**src/rtl/core/plfs_pkg.sv**
```systemverilog
// Package with the field widths, constants and register indexes of the line-following steering unit.
package plfs_pkg;

  localparam int unsigned PosW     = 12;
  localparam int unsigned TimeW    = 32;
  localparam int unsigned DriveW   = 8;
  localparam int unsigned SteerW   = 9;
  localparam int unsigned CfgIdxW  = 3;
  localparam int unsigned CfgDataW = 32;
  localparam int unsigned InDataW  = 48;
  localparam int unsigned OutDataW = 32;

  localparam logic [PosW-1:0] LineMax    = 12'd4000;
  localparam logic [12:0]     LineCenter = 13'd2000;

  localparam logic [5:0] PropSteps  = 6'd11;
  localparam logic [5:0] IntegSteps = 6'd32;

  typedef logic [CfgIdxW-1:0] cfg_idx_t;

  localparam cfg_idx_t CfgPropDivisor  = 3'd0;
  localparam cfg_idx_t CfgIntegDivisor = 3'd1;
  localparam cfg_idx_t CfgDerivGain    = 3'd2;
  localparam cfg_idx_t CfgLowSpeed     = 3'd3;
  localparam cfg_idx_t CfgHighSpeed    = 3'd4;
  localparam cfg_idx_t CfgBoostMs      = 3'd5;

endpackage

```
**src/rtl/core/pid_line_follow_steering_unit.sv**
```systemverilog
// PID steering controller for a line-following two-wheel drive, built around a shared divider.
// An accepted request passes through the states LOAD1, DIV1, LOAD2, DIV2, SUM and MIX to a registered result.
// The two quotients share one restoring divider: 11 steps for the error term, 32 for the integral.
// A new request is taken only once the result is registered; a stalled output holds the unit in MIX.
// Reset (synchronous, active low) restores the register defaults and clears the PID state.
module pid_line_follow_steering_unit (
  input  logic                             clk,
  input  logic                             rst_n,
  input  logic                             in_tvalid,
  output logic                             in_tready,
  // line_position [11:0], elapsed_ms [43:12], zero [47:44]
  input  logic [plfs_pkg::InDataW-1:0]     in_tdata,
  output logic                             out_tvalid,
  input  logic                             out_tready,
  // left_drive [7:0], right_drive [15:8], steer [24:16], zero [31:25]
  output logic [plfs_pkg::OutDataW-1:0]    out_tdata,
  input  logic                             cfg_we,
  input  logic [plfs_pkg::CfgIdxW-1:0]     cfg_index,
  input  logic [plfs_pkg::CfgDataW-1:0]    cfg_wdata
);
  import plfs_pkg::*;

  localparam logic [2:0] S_IDLE  = 3'd0;
  localparam logic [2:0] S_LOAD1 = 3'd1;
  localparam logic [2:0] S_DIV1  = 3'd2;
  localparam logic [2:0] S_LOAD2 = 3'd3;
  localparam logic [2:0] S_DIV2  = 3'd4;
  localparam logic [2:0] S_SUM   = 3'd5;
  localparam logic [2:0] S_MIX   = 3'd6;

  logic [14:0] prop_div_r;
  logic [15:0] integ_div_r;
  logic [15:0] deriv_gain_r;
  logic [7:0]  low_speed_r;
  logic [7:0]  high_speed_r;
  logic [31:0] boost_ms_r;

  logic [2:0]         state_r;
  logic signed [11:0] prev_error_r;
  logic signed [31:0] error_sum_r;
  logic signed [11:0] err_r;
  logic signed [12:0] deriv_r;
  logic [7:0]         speed_r;
  logic signed [29:0] prod_r;
  logic [31:0]        dvd_r;
  logic [15:0]        rem_r;
  logic [5:0]         cnt_r;
  logic               neg_r;
  logic signed [11:0] q1_r;
  logic signed [32:0] q2_r;
  logic signed [34:0] steer_full_r;
  logic               out_valid_r;
  logic [7:0]         out_left_r;
  logic [7:0]         out_right_r;
  logic signed [8:0]  out_steer_r;

  logic               accept;
  logic [11:0]        pos_in;
  logic [31:0]        elapsed_in;
  logic [11:0]        pos_clip;
  logic signed [12:0] err_in;
  logic signed [32:0] sum_wide;
  logic signed [31:0] sum_sat;
  logic [15:0]        dsr;
  logic [17:0]        trial;
  logic               borrow;
  logic [15:0]        rem_nxt;
  logic [31:0]        dvd_nxt;
  logic [31:0]        sum_mag;
  logic signed [33:0] qsum;
  logic signed [42:0] total;
  logic signed [34:0] steer_full_nxt;
  logic signed [34:0] spd;
  logic signed [34:0] steer_clamp;
  logic signed [8:0]  steer_nxt;
  logic               out_free;

  assign accept     = in_tvalid && in_tready;
  assign in_tready  = (state_r == S_IDLE);
  assign pos_in     = in_tdata[11:0];
  assign elapsed_in = in_tdata[43:12];
  assign pos_clip   = (pos_in > LineMax) ? LineMax : pos_in;
  assign err_in     = $signed({1'b0, pos_clip}) - $signed(LineCenter);
  assign sum_wide   = 33'(error_sum_r) + 33'(err_in);

  always_comb begin
    if (sum_wide > 33'sh07FFFFFFF) begin
      sum_sat = 32'sh7FFFFFFF;
    end else if (sum_wide < -33'sh080000000) begin
      sum_sat = 32'sh80000000;
    end else begin
      sum_sat = 32'(sum_wide);
    end
  end

  assign dsr     = (state_r == S_DIV1) ? {1'b0, prop_div_r} : integ_div_r;
  assign trial   = {1'b0, rem_r, dvd_r[31]} - {2'b00, dsr};
  assign borrow  = trial[17];
  assign rem_nxt = borrow ? {rem_r[14:0], dvd_r[31]} : trial[15:0];
  assign dvd_nxt = {dvd_r[30:0], ~borrow};
  assign sum_mag = error_sum_r[31] ? 32'(-error_sum_r) : 32'(error_sum_r);

  assign qsum  = 34'(q1_r) + 34'(q2_r);
  assign total = (43'(qsum) <<< 8) + 43'(prod_r);
  assign steer_full_nxt = 35'(total >>> 8)
                        + $signed({34'b0, (total[42] && (total[7:0] != 8'd0))});

  assign spd = $signed({27'b0, speed_r});

  always_comb begin
    if (steer_full_r > spd) begin
      steer_clamp = spd;
    end else if (steer_full_r < -spd) begin
      steer_clamp = -spd;
    end else begin
      steer_clamp = steer_full_r;
    end
  end

  assign steer_nxt = 9'(steer_clamp);
  assign out_free  = !out_valid_r || out_tready;

  always_ff @(posedge clk) begin
    if (!rst_n) begin
      prop_div_r   <= 15'd1;
      integ_div_r  <= 16'd10000;
      deriv_gain_r <= 16'd0;
      low_speed_r  <= 8'd60;
      high_speed_r <= 8'd100;
      boost_ms_r   <= 32'd0;
    end else if (cfg_we) begin
      case (cfg_index)
        CfgPropDivisor:  prop_div_r   <= cfg_wdata[14:0];
        CfgIntegDivisor: integ_div_r  <= cfg_wdata[15:0];
        CfgDerivGain:    deriv_gain_r <= cfg_wdata[15:0];
        CfgLowSpeed:     low_speed_r  <= cfg_wdata[7:0];
        CfgHighSpeed:    high_speed_r <= cfg_wdata[7:0];
        CfgBoostMs:      boost_ms_r   <= cfg_wdata;
        default: ;
      endcase
    end
  end

  always_ff @(posedge clk) begin
    if (!rst_n) begin
      state_r      <= S_IDLE;
      prev_error_r <= '0;
      error_sum_r  <= '0;
      out_valid_r  <= 1'b0;
    end else begin
      if (state_r == S_MIX && out_free) begin
        out_valid_r <= 1'b1;
      end else if (out_valid_r && out_tready) begin
        out_valid_r <= 1'b0;
      end
      case (state_r)
        S_IDLE: begin
          if (accept) begin
            prev_error_r <= 12'(err_in);
            error_sum_r  <= sum_sat;
            state_r      <= S_LOAD1;
          end
        end
        S_LOAD1: state_r <= S_DIV1;
        S_DIV1: begin
          if (cnt_r == 6'd1) begin
            state_r <= S_LOAD2;
          end
        end
        S_LOAD2: state_r <= S_DIV2;
        S_DIV2: begin
          if (cnt_r == 6'd1) begin
            state_r <= S_SUM;
          end
        end
        S_SUM: state_r <= S_MIX;
        S_MIX: begin
          if (out_free) begin
            state_r <= S_IDLE;
          end
        end
        default: state_r <= S_IDLE;
      endcase
    end
  end

  always_ff @(posedge clk) begin
    case (state_r)
      S_IDLE: begin
        if (accept) begin
          err_r   <= 12'(err_in);
          deriv_r <= err_in - 13'(prev_error_r);
          speed_r <= (elapsed_in >= boost_ms_r) ? low_speed_r : high_speed_r;
        end
      end
      S_LOAD1: begin
        prod_r <= 30'(deriv_r) * 30'($signed({1'b0, deriv_gain_r}));
        neg_r  <= err_r[11];
        dvd_r  <= {(err_r[11] ? 11'(-err_r) : 11'(err_r)), 21'b0};
        rem_r  <= '0;
        cnt_r  <= PropSteps;
      end
      S_DIV1: begin
        dvd_r <= dvd_nxt;
        rem_r <= rem_nxt;
        cnt_r <= cnt_r - 6'd1;
        if (cnt_r == 6'd1) begin
          if (prop_div_r == 15'd0) begin
            q1_r <= '0;
          end else if (neg_r) begin
            q1_r <= -$signed(12'(dvd_nxt[10:0]));
          end else begin
            q1_r <= $signed(12'(dvd_nxt[10:0]));
          end
        end
      end
      S_LOAD2: begin
        neg_r <= error_sum_r[31];
        dvd_r <= sum_mag;
        rem_r <= '0;
        cnt_r <= IntegSteps;
      end
      S_DIV2: begin
        dvd_r <= dvd_nxt;
        rem_r <= rem_nxt;
        cnt_r <= cnt_r - 6'd1;
        if (cnt_r == 6'd1) begin
          if (integ_div_r == 16'd0) begin
            q2_r <= '0;
          end else if (neg_r) begin
            q2_r <= -$signed({1'b0, dvd_nxt});
          end else begin
            q2_r <= $signed({1'b0, dvd_nxt});
          end
        end
      end
      S_SUM: steer_full_r <= steer_full_nxt;
      S_MIX: begin
        if (out_free) begin
          out_steer_r <= steer_nxt;
          if (steer_nxt[8]) begin
            out_left_r  <= speed_r + steer_nxt[7:0];
            out_right_r <= speed_r;
          end else begin
            out_left_r  <= speed_r;
            out_right_r <= speed_r - steer_nxt[7:0];
          end
        end
      end
      default: ;
    endcase
  end

  assign out_tvalid = out_valid_r;
  assign out_tdata  = {7'b0, out_steer_r, out_right_r, out_left_r};

`ifndef SYNTHESIS
  a_sum_only_on_accept: assert property (@(posedge clk) disable iff (!rst_n)
    (!accept) |=> $stable(error_sum_r))
    else $error("integral changed without an accepted request");

  a_rem_below_prop: assert property (@(posedge clk) disable iff (!rst_n)
    (state_r == S_DIV1 && prop_div_r != 15'd0) |-> (rem_r < {1'b0, prop_div_r}))
    else $error("divider remainder not below the proportional divisor");

  a_rem_below_integ: assert property (@(posedge clk) disable iff (!rst_n)
    (state_r == S_DIV2 && integ_div_r != 16'd0) |-> (rem_r < integ_div_r))
    else $error("divider remainder not below the integral divisor");

  a_mix_right: assert property (@(posedge clk) disable iff (!rst_n)
    (out_valid_r && !out_steer_r[8]) |-> (out_right_r + out_steer_r[7:0] == out_left_r))
    else $error("drive mix inconsistent with a right-hand steer");

  a_mix_left: assert property (@(posedge clk) disable iff (!rst_n)
    (out_valid_r && out_steer_r[8]) |-> (out_left_r - out_steer_r[7:0] == out_right_r))
    else $error("drive mix inconsistent with a left-hand steer");
`endif

endmodule
```
**config.mk**
```make
export PLATFORM = sky130hd
export DESIGN_NAME = pid_line_follow_steering_unit
export DESIGN_NICKNAME = d
export VERILOG_FILES = /design/src/rtl/core/plfs_pkg.sv /design/src/rtl/core/pid_line_follow_steering_unit.sv
export SDC_FILE = /design/constraint.sdc
export NUM_CORES = 2
export LEC_CHECK = 0
export BUFFER_PORTS_ARGS = -buffer_cell sky130_fd_sc_hd__buf_2
export CORE_UTILIZATION = 55
export CTS_CLUSTER_SIZE = 20
export DETAILED_ROUTE_END_ITERATION = 10
export MAX_ROUTING_LAYER = met4
export PLACE_DENSITY = 0.72
export RECOVER_POWER = 50
export SYNTH_ARGS = -nofsm -noshare
export SYNTH_HDL_FRONTEND = slang
export SYNTH_SLANG_ARGS = --single-unit
```
**constraint.sdc**
```tcl
create_clock -name clk -period 14.7 [get_ports clk]
set_clock_uncertainty 0.15 [all_clocks]
set_input_delay 2.94 -clock clk [delete_from_list [all_inputs] [get_ports clk]]
set_output_delay 2.94 -clock clk [all_outputs]
set_load 0.05 [all_outputs]
```
==> impl_metrics.ini <==
[outcome]
status = finished, violations left
violations = capacitance limit, slew limit

[global_route]
grt_pass1_vias = 24700
gr-usage-all-layers = 0.268
antenna_found_initial = 0
globalRoute.totalOverflow = 0
grt_pass1_wl_um = 126000
grt_max_degree = 88

[timing]
hold_violations = 0
rsz0062_at_grt = false
worst_slew_margin_rel = -2.37
slew_viol_final = 249
fmax_mhz = 120
tns_ns = 0
period_share = 0.565
setup_ws_ns = 6.40
min_period_ns = 8.30
setup_viol = 0
worstMarginPinSlew_ns = 5.00

[min_path]
worst_hold_startpoint = low_speed_r[7]$_SDFFE_PN0P_
hold_path.class = register to register

[synthesis]
synth-edff-count = 223
synth.avg_cell_area_um2 = 8.91
synth_most_common_cell = nand2_1
ys_ff_latch = 366
synth_top_area_share = 0.208
synth_cell_types = 95
synth-seq-area-share = 0.297
yosys_warnings = 0
ys.flop_type = edfxtp_1
synth_area_mm2 = 0.0321
async_flop_share = 0
ys_top_cells_by_count = nand2_1 (530), ha_1 (328), inv_1 (292)
synth_top_cell_by_area = edfxtp_1
syn_inst = 3606
synth_area_leaders = edfxtp_1 (21%), ha_1 (13%), fa_1 (10%)

[clock_tree]
ctsRootBufferMaster = clkbuf_16
h-tree-depth = 2
cts_resized = 0
clockBufferDepth = 3
post_cts_buffers = 0
cts_buffers = 43
cts_tree = done
clk_pin_slew_ns = 0.06
cts_hold_buffers = 0
insertion_delay_ns = 0.59
clock-sinks = 366

[finish]
fin_nets = 4227
fill_cells = 5116
regArea_mm2 = 0.00956
fin_area_mm2 = 0.0347
fin_util = 0.601
area_growth_pct = 7.92
antenna_cells = 0
drive_above_1_share = 0.0711
multiInputGateArea_mm2 = 0.0209

[detailed_routing]
drtIter0Drc = 1555
drt_wl_total_um = 76900
drc_errors = 0
firstDrtPassIters = 5
via_count = 25500
wl_per_cell_um = 17.3
viasPerCell = 5.73
ant_nets = 0

[critical_path]
end_kind = register
setup.worst_path.start = in_tdata[4]
worstPathRequired_ns = 15.03
crit_type = input port to register
r2r-start = q1_r[11]$_SDFFCE_PP0P_
crit_fanout = 16
critical_path_arrival_ns = 8.63
critical_path.startpoint_type = input port

[placement]
hpwlAfterDp_um = 59000
dp_slack_ns = 5.78
gp_congestion = 0.906
io_buffer_count = 110
postPlaceCellArea_mm2 = 0.0333

[die]
rows = 88
dieArea_mm2 = 0.0594
initial_core_util = 0.557
pin_count = 122
core-area_mm2 = 0.0577
dieHeight_um = 244
die_w_um = 244

[power_and_ir_drop]
power_density_mw_per_mm2 = 97.4
power_leakage_nw = 14.9
peakVddDrop_v = 0.0000822

[job]
maxCapViolCount = 8
## layer usage
metal  up-vias  GRT usage  wire [um]
met5         -          -          0
met3       103     0.0254       3270
met4         0     0.0783       1970
li1      12700          -          -
met2       567      0.452      37500
met1     12200      0.342      34100
## worst max-delay path: stages
cell and delay [ns]:
clkbuf_1 0.11, or4_1 0.49, o21ai_0 0.15, a21o_1 0.21, nand2_1 0.17, ha_1 0.26
nor3b_1 0.46, nand3_1 0.16, xnor2_1 0.15, buf_4 0.16, ha_1 0.37, and4_1 0.25
o211ai_1 0.10, a21oi_1 0.22, o21ai_1 0.14, a31oi_1 0.44, a21oi_1 0.23, o31ai_1 0.31
nand2_1 0.49, maj3_1 0.54, a211oi_1 0.26
## through the flow
step	hold slack (ns)	instances	power [mW]
global route	0.324	4450	3.57
floorplan	0.283	3612	2.05
CTS	0.305	4450	3.40
global placement	0.291	4370	2.29
detailed placement	0.296	4370	2.31
finish	0.300	4450	3.38
## flip-flops by register name, summed over array words and instances, names as in the netlist
| signal | count |
|---|---|
| q2_r | 33 |
| speed_r | 8 |
| steer_full_r | 35 |
| dvd_r | 32 |
| q1_r | 12 |
| low_speed_r | 8 |
| out_steer_r | 9 |
| state_r | 3 |
| err_r | 12 |
| out_right_r | 8 |
| integ_div_r | 16 |
| prev_error_r | 12 |
| boost_ms_r | 32 |
| out_tvalid | 1 |
| deriv_r | 13 |
| prod_r | 30 |
| high_speed_r | 8 |
| cnt_r | 6 |
| prop_div_r | 15 |
| out_left_r | 8 |
| error_sum_r | 32 |
| deriv_gain_r | 16 |
| neg_r | 1 |
| rem_r | 16 |
## logic make-up after synthesis
family                     count (synthesis)  share of synthesized area
adders and majority gates                505                      0.233
xor gates and xnor gates                 226                     0.0621
AOI/OAI and AO/OA                        803                      0.158
DFF                                      366                      0.297
other                                      1                   0.000117
and+or+nand+nor                         1208                      0.177
buffers and inverters                    442                     0.0538
muxes                                     55                     0.0177
## cells in the final DEF (no fill, tap or decap), types with 34 or more instances in the layout
| cell | synthesis | final |
|---|---|---|
| nor4_1 | 35 | 35 |
| and2_1 | 86 | 80 |
| a21oi_1 | 277 | 275 |
| clkbuf_16 | 0 | 44 |
| ha_1 | 328 | 328 |
| nor3_1 | 56 | 56 |
| dfxtp_1 | 143 | 143 |
| nand2b_1 | 65 | 65 |
| nand2_1 | 530 | 530 |
| xor2_1 | 104 | 104 |
| buf_2 | 16 | 101 |
| inv_1 | 292 | 293 |
| mux2i_1 | 40 | 40 |
| a21o_1 | 74 | 74 |
| edfxtp_1 | 223 | 223 |
| nor2_1 | 198 | 194 |
| fa_1 | 161 | 161 |
| nand4_1 | 35 | 35 |
| o21ai_0 | 137 | 138 |
| nand3_1 | 65 | 65 |
| a211oi_1 | 34 | 34 |
| xnor2_1 | 120 | 120 |
## path summary, 6_finish.rpt
path	to	slack, ns	depth (start not counted)
max	error_sum_r[6]$_SDFFE_PN0P_	6.40	21
min	low_speed_r[7]$_SDFFE_PN0P_	0.30	2
max reg2reg	steer_full_r[31]$_DFFE_PP_	6.74	30
min reg2reg	low_speed_r[7]$_SDFFE_PN0P_	0.30	2
## report_power, final
part / leakage (nW) / total (mW) / internal [mW] / switching [mW]
registers: 3.22 / 1.29 / 1.19 / 0.0986
logic: 11.0 / 1.01 / 0.411 / 0.596
clock network: 0.699 / 1.08 / 0.631 / 0.452
## area by class of cell
type / count / share of cell area
sequential: 366 / 0.276
tap: 765 / 0.0276
inverter: 294 / 0.0319
clock inverter: 29 / 0.00866
timing repair buffer: 141 / 0.0211
clock buffer: 51 / 0.0328
multi-input combinational: 2804 / 0.602
(Power assumes the default switching activity.)
